--- config.mk ---
export PLATFORM = sky130hd
export DESIGN_NAME = line_follow_steering_controller_unit
export DESIGN_NICKNAME = d
export VERILOG_FILES = /design/src/hdl/lfsc_pkg.sv /design/src/hdl/line_follow_steering_controller_unit.sv
export SDC_FILE = /design/constraint.sdc
export NUM_CORES = 1
export LEC_CHECK = 0
export BUFFER_PORTS_ARGS = -buffer_cell sky130_fd_sc_hd__clkbuf_2
export CORE_MARGIN = 8
export CORE_UTILIZATION = 62
export DETAILED_ROUTE_END_ITERATION = 6
export PLACE_DENSITY_LB_ADDON = 0.2
export SLEW_MARGIN = 20
export SYNTH_ARGS = -nofsm -noshare
export SYNTH_HDL_FRONTEND = slang
export SYNTH_SLANG_ARGS = --single-unit
export TNS_END_PERCENT = 100
--- constraint.sdc ---
create_clock -name i_clk -period 10.05 [get_ports i_clk]
set_input_delay 2.01 -clock i_clk [delete_from_list [all_inputs] [get_ports i_clk]]
set_output_delay 2.01 -clock i_clk [all_outputs]
set_load 0.03 [all_outputs]
--- src/hdl/lfsc_pkg.sv ---
package lfsc_pkg;

    localparam int unsigned COUNTER_BITS_DEF = 20;

    localparam int unsigned COUNT_W  = 8;
    localparam int unsigned DIFF_W   = 8;
    localparam int unsigned DRIVE_W  = 9;
    localparam int unsigned GAIN_W   = 8;
    localparam int unsigned BAND_W   = 7;
    localparam int unsigned FULL_W   = 8;
    localparam int unsigned PERIOD_W = 20;
    localparam int unsigned MODE_W   = 2;

    localparam int unsigned CFG_IDX_W  = 3;
    localparam int unsigned CFG_DATA_W = 20;

    // Register indexes of the configuration port.
    localparam logic [CFG_IDX_W-1:0] CFG_STEER_GAIN      = 3'd0;
    localparam logic [CFG_IDX_W-1:0] CFG_DEAD_BAND       = 3'd1;
    localparam logic [CFG_IDX_W-1:0] CFG_FULL_DRIVE      = 3'd2;
    localparam logic [CFG_IDX_W-1:0] CFG_REVERSE_PERIODS = 3'd3;
    localparam logic [CFG_IDX_W-1:0] CFG_SPIN_PERIODS    = 3'd4;

    localparam logic [GAIN_W-1:0]   GAIN_RST    = 8'd12;
    localparam logic [BAND_W-1:0]   BAND_RST    = 7'd5;
    localparam logic [FULL_W-1:0]   FULL_RST    = 8'd255;
    localparam logic [PERIOD_W-1:0] REVERSE_RST = 20'd1000;
    localparam logic [PERIOD_W-1:0] SPIN_RST    = 20'd3000;

    // Mode codes as they appear on the result.
    localparam logic [MODE_W-1:0] MODE_CODE_FOLLOW  = 2'd0;
    localparam logic [MODE_W-1:0] MODE_CODE_REVERSE = 2'd1;
    localparam logic [MODE_W-1:0] MODE_CODE_SPIN    = 2'd2;
    localparam logic [MODE_W-1:0] MODE_CODE_SEARCH  = 2'd3;

    localparam logic signed [DRIVE_W-1:0] DRIVE_MAX = 9'sd255;
    localparam logic signed [DRIVE_W-1:0] DRIVE_MIN = -9'sd255;

    typedef enum logic [3:0] {
        M_FOLLOW  = 4'b0001,
        M_REVERSE = 4'b0010,
        M_SPIN    = 4'b0100,
        M_SEARCH  = 4'b1000
    } t_mode;

    function automatic logic [MODE_W-1:0] mode_code(input t_mode m);
        logic [MODE_W-1:0] c;
        unique case (m)
            M_FOLLOW:  c = MODE_CODE_FOLLOW;
            M_REVERSE: c = MODE_CODE_REVERSE;
            M_SPIN:    c = MODE_CODE_SPIN;
            M_SEARCH:  c = MODE_CODE_SEARCH;
            default:   c = MODE_CODE_FOLLOW;
        endcase
        return c;
    endfunction

    function automatic logic signed [DRIVE_W-1:0] sat_drive(input logic signed [17:0] v);
        logic signed [DRIVE_W-1:0] r;
        if (v > 18'(DRIVE_MAX)) begin
            r = DRIVE_MAX;
        end else if (v < 18'(DRIVE_MIN)) begin
            r = DRIVE_MIN;
        end else begin
            r = v[DRIVE_W-1:0];
        end
        return r;
    endfunction

endpackage

--- src/hdl/line_follow_steering_controller_unit.sv ---
// Channel   Valid        Ready        Payload
// config    i_cfg_valid  o_cfg_ready  i_cfg_index, i_cfg_data
// sample    i_in_valid   o_in_ready   i_left_count, i_right_count, i_pixel_diff,
//                                     i_hint_left, i_hint_right, i_obstacle
// result    o_out_valid  i_out_ready  o_left_drive, o_right_drive, o_led_left,
//                                     o_led_right, o_mode_now
//
// One sample per cycle while the result is not stalled.
// The input register feeds one pass of steering logic into the result register.
// Reset is synchronous, active low; restores config, clears valid flags and state.
// A stalled result holds the result register, and the input register still
// accepts one further sample behind it.
module line_follow_steering_controller_unit #(
    parameter int unsigned COUNTER_BITS = lfsc_pkg::COUNTER_BITS_DEF
) (
    input  logic                                   i_clk,
    input  logic                                   i_rst_n,
    input  logic                                   i_cfg_valid,
    output logic                                   o_cfg_ready,
    input  logic [lfsc_pkg::CFG_IDX_W-1:0]         i_cfg_index,
    input  logic [lfsc_pkg::CFG_DATA_W-1:0]        i_cfg_data,
    input  logic                                   i_in_valid,
    output logic                                   o_in_ready,
    input  logic [lfsc_pkg::COUNT_W-1:0]           i_left_count,
    input  logic [lfsc_pkg::COUNT_W-1:0]           i_right_count,
    input  logic signed [lfsc_pkg::DIFF_W-1:0]     i_pixel_diff,
    input  logic                                   i_hint_left,
    input  logic                                   i_hint_right,
    input  logic                                   i_obstacle,
    output logic                                   o_out_valid,
    input  logic                                   i_out_ready,
    output logic signed [lfsc_pkg::DRIVE_W-1:0]    o_left_drive,
    output logic signed [lfsc_pkg::DRIVE_W-1:0]    o_right_drive,
    output logic                                   o_led_left,
    output logic                                   o_led_right,
    output logic [lfsc_pkg::MODE_W-1:0]            o_mode_now
);
    import lfsc_pkg::*;

    localparam int unsigned CMP_W = ((COUNTER_BITS > PERIOD_W) ? COUNTER_BITS : PERIOD_W) + 1;
    localparam logic [COUNTER_BITS:0] CNT_MAX = {1'b0, {COUNTER_BITS{1'b1}}};

    // Configuration registers.
    logic [GAIN_W-1:0]   r_gain;
    logic [BAND_W-1:0]   r_band;
    logic [FULL_W-1:0]   r_full;
    logic [PERIOD_W-1:0] r_rev_per;
    logic [PERIOD_W-1:0] r_spin_per;

    // Input register.
    logic                       r_in_valid;
    logic [COUNT_W-1:0]         r_lc;
    logic [COUNT_W-1:0]         r_rc;
    logic signed [DIFF_W-1:0]   r_diff;
    logic                       r_hl;
    logic                       r_hr;
    logic                       r_obs;

    // Controller state.
    t_mode                      r_mode;
    logic [COUNTER_BITS-1:0]    r_cnt;
    logic signed [DRIVE_W-1:0]  r_last_ld;
    logic signed [DRIVE_W-1:0]  r_last_rd;

    // Result register.
    logic                       r_out_valid;
    logic signed [DRIVE_W-1:0]  r_out_ld;
    logic signed [DRIVE_W-1:0]  r_out_rd;
    logic                       r_out_ll;
    logic                       r_out_lr;
    logic [MODE_W-1:0]          r_out_mode;

    t_mode                      n_mode;
    logic [COUNTER_BITS-1:0]    n_cnt;
    logic signed [DRIVE_W-1:0]  n_ld;
    logic signed [DRIVE_W-1:0]  n_rd;
    logic                       n_ll;
    logic                       n_lr;

    logic s2_free;
    logic s2_load;
    logic in_take;

    logic line_lost;
    logic in_follow;
    logic enter_rev;
    logic in_rev;
    logic in_spin;
    logic [COUNTER_BITS-1:0] cnt_base;
    logic [COUNTER_BITS:0]   cnt_inc;
    logic [PERIOD_W-1:0]     limit;
    logic                    done;

    logic signed [DRIVE_W-1:0] fpos;
    logic signed [DRIVE_W-1:0] fneg;
    logic signed [16:0]        gd;
    logic signed [17:0]        l_prop;
    logic signed [17:0]        r_prop;
    logic signed [DIFF_W:0]    diff_x;
    logic signed [DIFF_W:0]    band_pos;
    logic signed [DIFF_W:0]    band_neg;

    assign o_cfg_ready = 1'b1;

    assign s2_free    = !r_out_valid || i_out_ready;
    assign s2_load    = r_in_valid && s2_free;
    assign o_in_ready = !r_in_valid || s2_free;
    assign in_take    = i_in_valid && o_in_ready;

    always_ff @(posedge i_clk) begin
        if (!i_rst_n) begin
            r_gain     <= GAIN_RST;
            r_band     <= BAND_RST;
            r_full     <= FULL_RST;
            r_rev_per  <= REVERSE_RST;
            r_spin_per <= SPIN_RST;
        end else if (i_cfg_valid) begin
            unique case (i_cfg_index)
                CFG_STEER_GAIN:      r_gain     <= i_cfg_data[GAIN_W-1:0];
                CFG_DEAD_BAND:       r_band     <= i_cfg_data[BAND_W-1:0];
                CFG_FULL_DRIVE:      r_full     <= i_cfg_data[FULL_W-1:0];
                CFG_REVERSE_PERIODS: r_rev_per  <= i_cfg_data[PERIOD_W-1:0];
                CFG_SPIN_PERIODS:    r_spin_per <= i_cfg_data[PERIOD_W-1:0];
                default: ;
            endcase
        end
    end

    always_ff @(posedge i_clk) begin
        if (!i_rst_n) begin
            r_in_valid <= 1'b0;
        end else if (o_in_ready) begin
            r_in_valid <= i_in_valid;
        end
    end

    always_ff @(posedge i_clk) begin
        if (in_take) begin
            r_lc   <= i_left_count;
            r_rc   <= i_right_count;
            r_diff <= i_pixel_diff;
            r_hl   <= i_hint_left;
            r_hr   <= i_hint_right;
            r_obs  <= i_obstacle;
        end
    end

    // Mode decode. A search that sees the line falls back to following on the
    // same sample, and an obstacle seen while following starts reversing at once.
    assign line_lost = (r_lc == '0) && (r_rc == '0);
    assign in_follow = (r_mode == M_FOLLOW) || ((r_mode == M_SEARCH) && !line_lost);
    assign enter_rev = in_follow && r_obs;
    assign in_rev    = (r_mode == M_REVERSE) || enter_rev;
    assign in_spin   = (r_mode == M_SPIN);

    assign cnt_base = enter_rev ? '0 : r_cnt;
    assign cnt_inc  = {1'b0, cnt_base} + 1'b1;
    assign limit    = in_rev ? r_rev_per : r_spin_per;
    assign done     = (CMP_W'(cnt_inc) >= CMP_W'(limit)) || (cnt_inc == CNT_MAX);

    assign fpos     = $signed({1'b0, r_full});
    assign fneg     = -fpos;
    assign gd       = $signed({1'b0, r_gain}) * r_diff;
    assign l_prop   = 18'(fpos) - 18'(gd);
    assign r_prop   = 18'(fpos) + 18'(gd);
    assign diff_x   = 9'(r_diff);
    assign band_pos = $signed({2'b00, r_band});
    assign band_neg = -band_pos;

    always_comb begin
        n_mode = r_mode;
        n_cnt  = r_cnt;
        n_ld   = '0;
        n_rd   = '0;
        n_ll   = 1'b0;
        n_lr   = 1'b0;
        if (in_rev) begin
            n_ld   = fneg;
            n_rd   = fneg;
            n_cnt  = done ? '0 : cnt_inc[COUNTER_BITS-1:0];
            n_mode = done ? M_SPIN : M_REVERSE;
        end else if (in_spin) begin
            n_ld   = fneg;
            n_rd   = fpos;
            n_cnt  = done ? '0 : cnt_inc[COUNTER_BITS-1:0];
            n_mode = (done && !r_obs) ? M_SEARCH : M_SPIN;
        end else if (in_follow) begin
            n_mode = M_FOLLOW;
            if (line_lost) begin
                if (r_hr) begin
                    n_ld = fpos;
                    n_rd = fneg;
                end else if (r_hl) begin
                    n_ld = fneg;
                    n_rd = fpos;
                end else begin
                    n_ld = r_last_ld;
                    n_rd = r_last_rd;
                end
            end else if (diff_x > band_pos) begin
                n_ll = 1'b1;
                n_ld = (r_rc == '0) ? '0 : sat_drive(l_prop);
                n_rd = fpos;
            end else if (diff_x < band_neg) begin
                n_lr = 1'b1;
                n_ld = fpos;
                n_rd = (r_lc == '0) ? '0 : sat_drive(r_prop);
            end else begin
                n_ld = fpos;
                n_rd = fpos;
            end
        end else begin
            // Searching with no line in view: keep spinning.
            n_ld = fneg;
            n_rd = fpos;
        end
    end

    always_ff @(posedge i_clk) begin
        if (!i_rst_n) begin
            r_mode    <= M_FOLLOW;
            r_cnt     <= '0;
            r_last_ld <= '0;
            r_last_rd <= '0;
        end else if (s2_load) begin
            r_mode    <= n_mode;
            r_cnt     <= n_cnt;
            r_last_ld <= n_ld;
            r_last_rd <= n_rd;
        end
    end

    always_ff @(posedge i_clk) begin
        if (!i_rst_n) begin
            r_out_valid <= 1'b0;
        end else if (s2_free) begin
            r_out_valid <= r_in_valid;
        end
    end

    always_ff @(posedge i_clk) begin
        if (s2_load) begin
            r_out_ld   <= n_ld;
            r_out_rd   <= n_rd;
            r_out_ll   <= n_ll;
            r_out_lr   <= n_lr;
            r_out_mode <= mode_code(n_mode);
        end
    end

    assign o_out_valid   = r_out_valid;
    assign o_left_drive  = r_out_ld;
    assign o_right_drive = r_out_rd;
    assign o_led_left    = r_out_ll;
    assign o_led_right   = r_out_lr;
    assign o_mode_now    = r_out_mode;

    // The phase counter only runs during reversing and spinning.
    a_cnt_idle: assert property (@(posedge i_clk) disable iff (!i_rst_n)
        (r_mode == M_FOLLOW || r_mode == M_SEARCH) |-> (r_cnt == '0))
        else $error("phase counter not clear outside reverse and spin");

    a_cnt_below_max: assert property (@(posedge i_clk) disable iff (!i_rst_n)
        r_cnt != {COUNTER_BITS{1'b1}})
        else $error("phase counter reached its maximum");

    a_state_hold: assert property (@(posedge i_clk) disable iff (!i_rst_n)
        (i_rst_n && !s2_load) |=> ($stable(r_mode) && $stable(r_cnt) && $stable(r_last_ld)))
        else $error("controller state changed without a request");

    a_led_excl: assert property (@(posedge i_clk) disable iff (!i_rst_n)
        r_out_valid |-> !(r_out_ll && r_out_lr))
        else $error("both indicators lit");

    a_led_follow: assert property (@(posedge i_clk) disable iff (!i_rst_n)
        (r_out_valid && r_out_mode != MODE_CODE_FOLLOW) |-> (!r_out_ll && !r_out_lr))
        else $error("indicator lit outside following");

    a_search_spin: assert property (@(posedge i_clk) disable iff (!i_rst_n)
        (r_out_valid && r_out_mode == MODE_CODE_SEARCH) |-> (r_out_ld == -r_out_rd))
        else $error("search result is not a spin");

endmodule
==> results.json, run 1 <==
{
  "hold_class": "flop to flop",
  "grt-ovfl-total": 0,
  "cap_viol_max_count": 0,
  "ys_ff_latch": 156,
  "multi_input_area_um2": 7960,
  "min_to": "r_rev_per[11]",
  "cp.arrival_ns": 7.68,
  "r2r-start": "r_lc[1]",
  "ys_async_sr_fraction": 0,
  "rsz0062_at_grt": "no",
  "syn-mean-instance-area_um2": 8.23,
  "fin_area_um2": 13400,
  "worst_pin_slew_ns": 1.02,
  "area_delta_synth_final_pct": 9.15,
  "fin_crit_ns": 7.33,
  "critical_path_required_ns": 10.41,
  "r2r_slack_ns": 2.72,
  "min_from": "r_rev_per[11]",
  "cts_setup_buffers": 0,
  "io_buffers": 78,
  "leakagePower_nw": 5.63,
  "startpoint_type": "flop",
  "end_kind": "flop",
  "io_pins": 80,
  "grt_max_degree": 66,
  "die_area_um2": 24500,
  "cts-resized-gates": 0,
  "fillers": 1626,
  "viasPerCell": 6.13,
  "synth_fp_nets": 1679,
  "place_inst": 1758,
  "die_w_um": 156,
  "fin_util": 0.688,
  "power.density_nw_per_um2": 162,
  "fin_setup_tns_ns": 0,
  "place_ws_ns": 2.96,
  "netlist_area_um2": 12200,
  "route.antenna.remaining_nets": 0,
  "drcViolationCount": 0,
  "ys_warn_count": 0,
  "finalSetupViolCount": 0,
  "synthCells": 1486,
  "final_cell_mix": "214 x nand2_1, 126 x nor2_1, 114 x a21oi_1",
  "cts.clk_slew.worst_paths_ns": 0.07,
  "grt_pass1_vias": 10500,
  "synth_edf_count": 49,
  "crit_path_max_fanout": 18,
  "synth_flop_cell": "dfxtp_1",
  "finalPower_mw": 2.16,
  "drt_iter0_drc": 845,
  "fin_crit_sh": 0.729,
  "peakVddDrop_uv": 145,
  "cpLargestDelayFamily": "simple AND/OR/NAND/NOR gates",
  "grtUsageTotal": 0.254,
  "htree_levels": 4,
  "cts_hold_buf": 0,
  "crit_buf_inv": 4,
  "layout-drive-gt1-share": 0.101,
  "numCtsBuffers": 17,
  "routed_wl_um": 30900,
  "grt_pass1_wl_um": 50700,
  "gp_congestion": 0.940,
  "diodes": 0,
  "die_y_um": 156,
  "slew_headroom": 0.312,
  "firstDrtPassIters": 5,
  "slowest_stage": "o21ai_1",
  "tritoncts": "built",
  "place_hpwl_um": 22800,
  "postPlaceCellArea_um2": 12700,
  "r2r_cells": 25,
  "finClkSkew_ns": 0.0103,
  "reg2reg_to": "r_cnt[16]",
  "regArea_um2": 3610,
  "cts.sinks": 156,
  "ys_seq_area_frac": 0.295,
  "mostFrequentLayoutCell": "nand2_1",
  "clockRootBuffer": "clkbuf_16",
  "antenna_found_initial": 1,
  "wire_per_inst_um": 17.3,
  "rows": 51,
  "hold_depth": 2,
  "max_freq_ghz": 0.136,
  "hold_viol": 0,
  "initial_core_util": 0.631,
  "nets": 1706,
  "status": "complete, no violations",
  "core-area_um2": 19400,
  "insertion_delay_ns": 0.43,
  "fin_hold_ws_ns": 0.454,
  "cpPeakStageDelay_ns": 0.80,
  "layout.cells.non_filler": 1791,
  "synthDistinctLibCells": 87,
  "drv_slew": 0,
  "vias": 11000,
  "critical_path_class": "flop to flop",
  "worst_slack_ns": 2.72,
  "cts.path.max_buffers": 2
}
[power breakdown]
part           internal (mW)  leakage (nW)  total [mW]  switching [mW]
sequential             0.682          1.34       0.707          0.0249
clock                  0.400         0.301       0.681           0.282
combinational          0.281          3.99       0.773           0.492
[cells by family after synthesis]
family / synth area share
flops: 0.295
compound gates: 0.180
other cells: 0.000307
simple gates: 0.236
buf+inv: 0.0543
mux: 0.0279
fa+ha+maj: 0.165
xor+xnor: 0.0406
[sequential cells by signal, summed over array words and instances, names as in the netlist, 2 cells and up]
register / cells
o_right_drive: 9
r_last_ld: 9
r_diff: 8
r_rc: 8
r_lc: 8
r_gain: 8
r_spin_per: 20
r_band: 7
r_cnt: 20
r_rev_per: 20
o_left_drive: 9
r_last_rd: 9
r_mode: 4
o_mode_now: 2
r_full: 8
[cell type report]
cell class	instances	area share
timing repair buffer	91	0.0365
clock inverter	15	0.0152
inverter	88	0.0247
multi-input combinational	1159	0.596
sequential	156	0.271
tap	265	0.0248
clock buffer	17	0.0319
[how the worst max path moves through the flow]
stage          startpoint           end  slack [ns]  depth (start not counted)
2_1_floorplan   r_diff[7]  r_last_rd[3]        3.89                         21
3_3_place_gp      r_lc[1]     r_cnt[16]        3.01                         25
3_5_place_dp      r_lc[0]      r_cnt[5]        2.96                         25
4_1_cts           r_lc[0]     r_cnt[16]        2.80                         25
5_1_grt           r_lc[0]     r_cnt[16]        2.11                         25
6_report          r_lc[1]     r_cnt[16]        2.72                         25
[worst min-delay path, stage by stage (launching register included)]
cell	delay [ns]
dfxtp_1	0.31
nand2_1	0.05
a21oi_1	0.05
[routing by layer]
layer,up-vias,wire [µm],GRT usage
li1,5295,-,-
met1,5131,13400,0.328
met2,471,14300,0.413
met3,76,2390,0.0483
met4,2,843,0.102
met5,-,13,0
[cell usage after synthesis (19+ instances only)]
master	instances	area share
a21oi_1	114	0.047
and2_1	54	0.028
clkbuf_1	69	0.021
dfxtp_1	107	0.18
edfxtp_1	49	0.12
fa_1	39	0.064
ha_1	99	0.10
inv_1	87	0.027
mux2i_1	33	0.027
nand2_1	214	0.066
nand2b_1	19	0.0097
nand3_1	70	0.029
nor2_1	126	0.039
nor3_1	28	0.011
o211ai_1	22	0.014
o21ai_0	30	0.012
xnor2_1	35	0.025
Note: power is estimated with default switching activity, not from simulation.
==> inputs of run 2 (changes only) <==
--- a/config.mk
+++ b/config.mk
@@ -7,7 +7,7 @@
 export LEC_CHECK = 0
 export BUFFER_PORTS_ARGS = -buffer_cell sky130_fd_sc_hd__clkbuf_2
 export CORE_MARGIN = 8
-export CORE_UTILIZATION = 62
+export CORE_UTILIZATION = 56
 export DETAILED_ROUTE_END_ITERATION = 6
 export PLACE_DENSITY_LB_ADDON = 0.2
 export SLEW_MARGIN = 20
==> constraint.sdc (replaced) <==
create_clock -name i_clk -period 6.6 [get_ports i_clk]
set_input_delay 1.32 -clock i_clk [delete_from_list [all_inputs] [get_ports i_clk]]
set_output_delay 1.32 -clock i_clk [all_outputs]
set_load 0.03 [all_outputs]
==> results.json, run 2 (synthesis results as in run 1) <==
{
  "route.antenna.remaining_nets": 0,
  "diodes": 0,
  "routed_wl_um": 32000,
  "tritoncts": "built",
  "rows": 54,
  "io_pins": 80,
  "power.density_nw_per_um2": 242,
  "slowest_stage": "fa_1",
  "finClkSkew_ns": 0.0188,
  "cap_viol_max_count": 0,
  "finalSetupViolCount": 0,
  "numCtsBuffers": 17,
  "slew_headroom": 0.331,
  "die_y_um": 164,
  "place_hpwl_um": 23500,
  "crit_path_max_fanout": 8,
  "p_comb_frac": 0.397,
  "gp_congestion": 0.926,
  "mostFrequentLayoutCell": "nand2_1",
  "final_cell_mix": "214 x nand2_1, 125 x nor2_1, 111 x a21oi_1",
  "cts.sinks": 156,
  "grt_max_degree": 61,
  "path_cells": "nand2_1 -> fa_1 -> inv_1 -> fa_1 -> inv_1 -> fa_1 -> fa_1 -> inv_1 -> ha_2 -> o211ai_2 -> o2111a_1 -> o221a_4 -> nor4_4 -> nand4_1 -> or4b_4 -> a2111oi_4 -> nand3b_4 -> o211ai_1 -> a221o_1 -> o21ba_1",
  "fin_crit_sh": 0.966,
  "fin_setup_tns_ns": 0,
  "clkPwrFrac": 0.281,
  "cp.arrival_ns": 6.69,
  "hold_viol": 0,
  "fin_util": 0.636,
  "end_kind": "flop",
  "grtUsageTotal": 0.236,
  "layout-drive-gt1-share": 0.142,
  "critical_path_required_ns": 6.91,
  "antenna_found_initial": 0,
  "drcViolationCount": 0,
  "vias": 11100,
  "power_frac_seq": 0.321,
  "worst_slack_ns": 0.226,
  "clockRootBuffer": "clkbuf_16",
  "insertion_delay_ns": 0.43,
  "max_freq_ghz": 0.157,
  "grt_pass1_wl_um": 52200,
  "htree_levels": 4,
  "place_ws_ns": 0.0997,
  "nets": 1747,
  "switching_power_mw": 1.29,
  "leakagePower_nw": 5.84,
  "cts.clk_slew.worst_paths_ns": 0.07,
  "drt_iter0_drc": 1058,
  "top_regs": "r_cnt (20), r_rev_per (20), r_spin_per (20)",
  "startpoint_type": "flop",
  "status": "complete, no violations",
  "die_w_um": 164,
  "cpPeakStageDelay_ns": 0.55,
  "die_area_um2": 26800,
  "finalPower_mw": 3.33,
  "hold_class": "flop to flop",
  "initial_core_util": 0.566,
  "cpMostUsedCell": "fa_1",
  "firstDrtPassIters": 6,
  "intPower_mw": 2.05,
  "cts.path.max_buffers": 2,
  "worst_pin_slew_ns": 1.00,
  "fin_crit_ns": 6.37,
  "grt-ovfl-total": 0,
  "wire_per_inst_um": 17.3,
  "core-area_um2": 21600,
  "peakVddDrop_uv": 183,
  "critical_path_class": "flop to flop",
  "grt_pass1_vias": 10500,
  "viasPerCell": 6.00,
  "io_buffers": 78,
  "area_delta_synth_final_pct": 12.5,
  "swShare": 0.386,
  "drv_slew": 0
}
==> run 2: power groups by stage <==
stage,combinational (mW),sequential (mW),clock [mW]
after floorplan,0.914,1.10,0
after global placement,1.21,1.09,0
after detailed placement,1.23,1.09,0
after CTS,1.23,1.07,0.942
after global routing,1.46,1.08,0.984
final,1.32,1.07,0.938
==> run 2: stage by stage <==
stage | instances | area, µm² | hold slack [ns]
3_5_place_dp | 1800 | 12900 | 0.446
2_1_floorplan | 1486 | 12200 | 0.432
6_report | 1847 | 13800 | 0.453
4_1_cts | 1832 | 13500 | 0.456
3_3_place_gp | 1800 | 12900 | 0.439
5_1_grt | 1847 | 13800 | 0.469
==> run 2: path summary, 6_finish.rpt <==
kind            startpoint             to  slack [ns]  depth (start not counted)
max              r_diff[6]   r_last_rd[3]        0.23                         20
min          r_rev_per[14]  r_rev_per[14]        0.45                          2
max reg2reg      r_diff[6]   r_last_rd[3]        0.23                         20
min reg2reg  r_rev_per[14]  r_rev_per[14]        0.45                          2
==> run 2: metal layers <==
metal / vias to the layer above / share of wire / wire [µm] / GRT usage
met5: - / 0 / 0 / 0
met4: 0 / 0.019 / 619 / 0.0678
met3: 57 / 0.073 / 2340 / 0.0454
met2: 402 / 0.46 / 14800 / 0.377
met1: 5244 / 0.45 / 14300 / 0.321
li1: 5375 / - / - / -
==> run 2: layout make-up <==
class	count	area [µm²]
Multi-Input combinational cell	1159	8120
Fill cell	1889	7860
Sequential cell	156	3610
Timing Repair Buffer	132	791
Clock buffer	17	425
Tap cell	280	350
Inverter	88	330
Clock inverter	15	129
==> run 2: critical path: cells and delay by family (launching register included) <==
kind,cells,cell delay [ns]
AOI/OAI and AO/OA,7,1.71
adders and majority gates,5,2.52
buffers and inverters,3,0.16
DFF,1,0.49
and+or+nand+nor,5,1.38
==> run 2: what timing repair did <==
action                     CTS  global route
setup endpoints to repair    0            42
hold buffers                 0             0
gates resized for setup      0            37
buffers inserted             0            15
==> inputs of run 3 (changes only) <==
==> constraint.sdc (replaced) <==
create_clock -name i_clk -period 6.6 [get_ports i_clk]
set_input_delay 0.66 -clock i_clk [delete_from_list [all_inputs] [get_ports i_clk]]
set_output_delay 0.66 -clock i_clk [all_outputs]
set_load 0.03 [all_outputs]
==> results.json, run 3 (synthesis results as in run 1) <==
{
  "power_frac_seq": 0.309,
  "max_freq_ghz": 0.157,
  "clkPwrFrac": 0.314,
  "cpMostUsedCell": "fa_1",
  "finalPower_mw": 3.46,
  "cpPeakStageDelay_ns": 0.55,
  "cap_viol_max_count": 0,
  "hold_viol": 0,
  "startpoint_type": "flop",
  "leakagePower_nw": 5.86,
  "die_y_um": 164,
  "grt_pass1_vias": 10600,
  "switching_power_mw": 1.27,
  "top_regs": "r_cnt (20), r_rev_per (20), r_spin_per (20)",
  "diodes": 0,
  "fillers": 1893,
  "path_cells": "buf_4 -> and2_1 -> fa_1 -> fa_1 -> inv_1 -> fa_1 -> fa_1 -> inv_1 -> ha_2 -> o211ai_2 -> o2111a_1 -> o221a_4 -> nor4_4 -> nand4_1 -> or4b_4 -> a2111oi_4 -> nand3b_4 -> o211ai_1 -> a221o_1 -> o21ba_1",
  "cp.arrival_ns": 6.71,
  "reg2reg_to": "r_last_rd[3]",
  "fin_util": 0.637,
  "grtUsageTotal": 0.239,
  "r2r_cells": 20,
  "htree_levels": 4,
  "area_delta_synth_final_pct": 12.7,
  "power.density_nw_per_um2": 251,
  "swShare": 0.366,
  "final_cell_mix": "214 x nand2_1, 125 x nor2_1, 112 x a21oi_1",
  "rsz0062_at_grt": "yes",
  "drcViolationCount": 0,
  "min_to": "r_diff[2]",
  "nets": 1745,
  "p_comb_frac": 0.377,
  "io_buffers": 78,
  "clockRootBuffer": "clkbuf_16",
  "tritoncts": "built",
  "wire_per_inst_um": 17.3,
  "grt_max_degree": 65,
  "grt_pass1_wl_um": 52600,
  "viasPerCell": 6.00,
  "min_from": "i_pixel_diff[2]",
  "die_w_um": 164,
  "firstDrtPassIters": 6,
  "status": "complete, no violations",
  "drt_iter0_drc": 1190,
  "critical_path_required_ns": 6.92,
  "die_area_um2": 26800,
  "initial_core_util": 0.566,
  "peakVddDrop_uv": 243,
  "cts.path.max_buffers": 2,
  "place_hpwl_um": 23600,
  "vias": 11100,
  "gp_congestion": 0.928,
  "rows": 54,
  "cts_hold_buf": 0,
  "fin_crit_sh": 0.967,
  "numCtsBuffers": 17,
  "intPower_mw": 2.20,
  "grt-ovfl-total": 0,
  "route.antenna.remaining_nets": 0,
  "r2r_slack_ns": 0.22,
  "routed_wl_um": 32000,
  "r2r-start": "r_diff[2]",
  "hold_depth": 1,
  "finClkSkew_ns": 0.0122,
  "slew_headroom": 0.358,
  "io_pins": 80,
  "cts.clk_slew.worst_paths_ns": 0.07,
  "multi_input_area_um2": 8060,
  "end_kind": "flop",
  "crit_path_max_fanout": 6,
  "layout-drive-gt1-share": 0.137,
  "drv_slew": 0,
  "antenna_found_initial": 0,
  "insertion_delay_ns": 0.44,
  "mostFrequentLayoutCell": "nand2_1",
  "critical_path_class": "flop to flop",
  "finalSetupViolCount": 0,
  "slowest_stage": "fa_1",
  "hold_class": "input pin to flop",
  "fin_crit_ns": 6.38,
  "regArea_um2": 3620,
  "worst_pin_slew_ns": 0.963,
  "cts.sinks": 156,
  "core-area_um2": 21600
}
## run 3: metrics by stage
| step | setup WS (ns) | setup TNS [ns] | std cells | area, µm² | hold WS [ns] |
|---|---|---|---|---|---|
| finish | 0.216 | 0 | 1845 | 13800 | 0.398 |
| detailed placement | 0.0461 | 0 | 1800 | 12900 | 0.445 |
| global placement | 0.156 | 0 | 1800 | 12900 | 0.440 |
| floorplan | 0.435 | 0 | 1486 | 12200 | 0.432 |
| CTS | 0.0206 | 0 | 1832 | 13600 | 0.383 |
| global route | -0.0510 | -0.109 | 1845 | 13800 | 0.383 |
## run 3: power by group through the flow
stage | Sequential (mW) | Combinational (mW) | Clock, mW
global placement | 1.09 | 1.21 | 0
global route | 1.08 | 1.44 | 1.14
finish | 1.07 | 1.31 | 1.09
CTS | 1.07 | 1.24 | 1.10
floorplan | 1.10 | 0.914 | 0
detailed placement | 1.09 | 1.23 | 0
## run 3: metal layers
layer | GRT usage | routed length [µm] | vias up
met5 | 0 | 0 | -
met4 | 0.0905 | 832 | 0
met3 | 0.0373 | 1950 | 64
met2 | 0.384 | 14800 | 385
met1 | 0.319 | 14400 | 5247
li1 | - | - | 5370
## run 3: area by class of cell
type                            instances  share of cell area
Multi-Input combinational cell       1159               0.585
Sequential cell                       156               0.262
Timing Repair Buffer                  130              0.0563
Clock buffer                           17              0.0309
Tap cell                              280              0.0254
Inverter                               88              0.0240
Clock inverter                         15              0.0165
## run 3: worst max-delay path, delay by kind of cell (launching register included)
kind / cells / cell delay, ns
AOI/OAI and AO/OA: 7 / 1.76
adders and majority gates: 5 / 2.42
buffers and inverters: 3 / 0.28
DFF: 1 / 0.42
and+or+nand+nor: 5 / 1.41
## run 3: worst max path at each step
stage / from / to / cells after the start
final: r_diff[2] / r_last_rd[3] / 20
after global routing: r_diff[4] / o_left_drive[5] / 22
after CTS: r_diff[6] / o_left_drive[3] / 21
after detailed placement: r_diff[6] / o_left_drive[3] / 21
after global placement: r_gain[1] / r_last_rd[3] / 20
after floorplan: r_diff[7] / r_last_rd[3] / 21
## run 3: timing repair
item	in CTS	in global routing
setup buffers	0	13
resized for setup	0	28
setup endpoints to repair	0	42
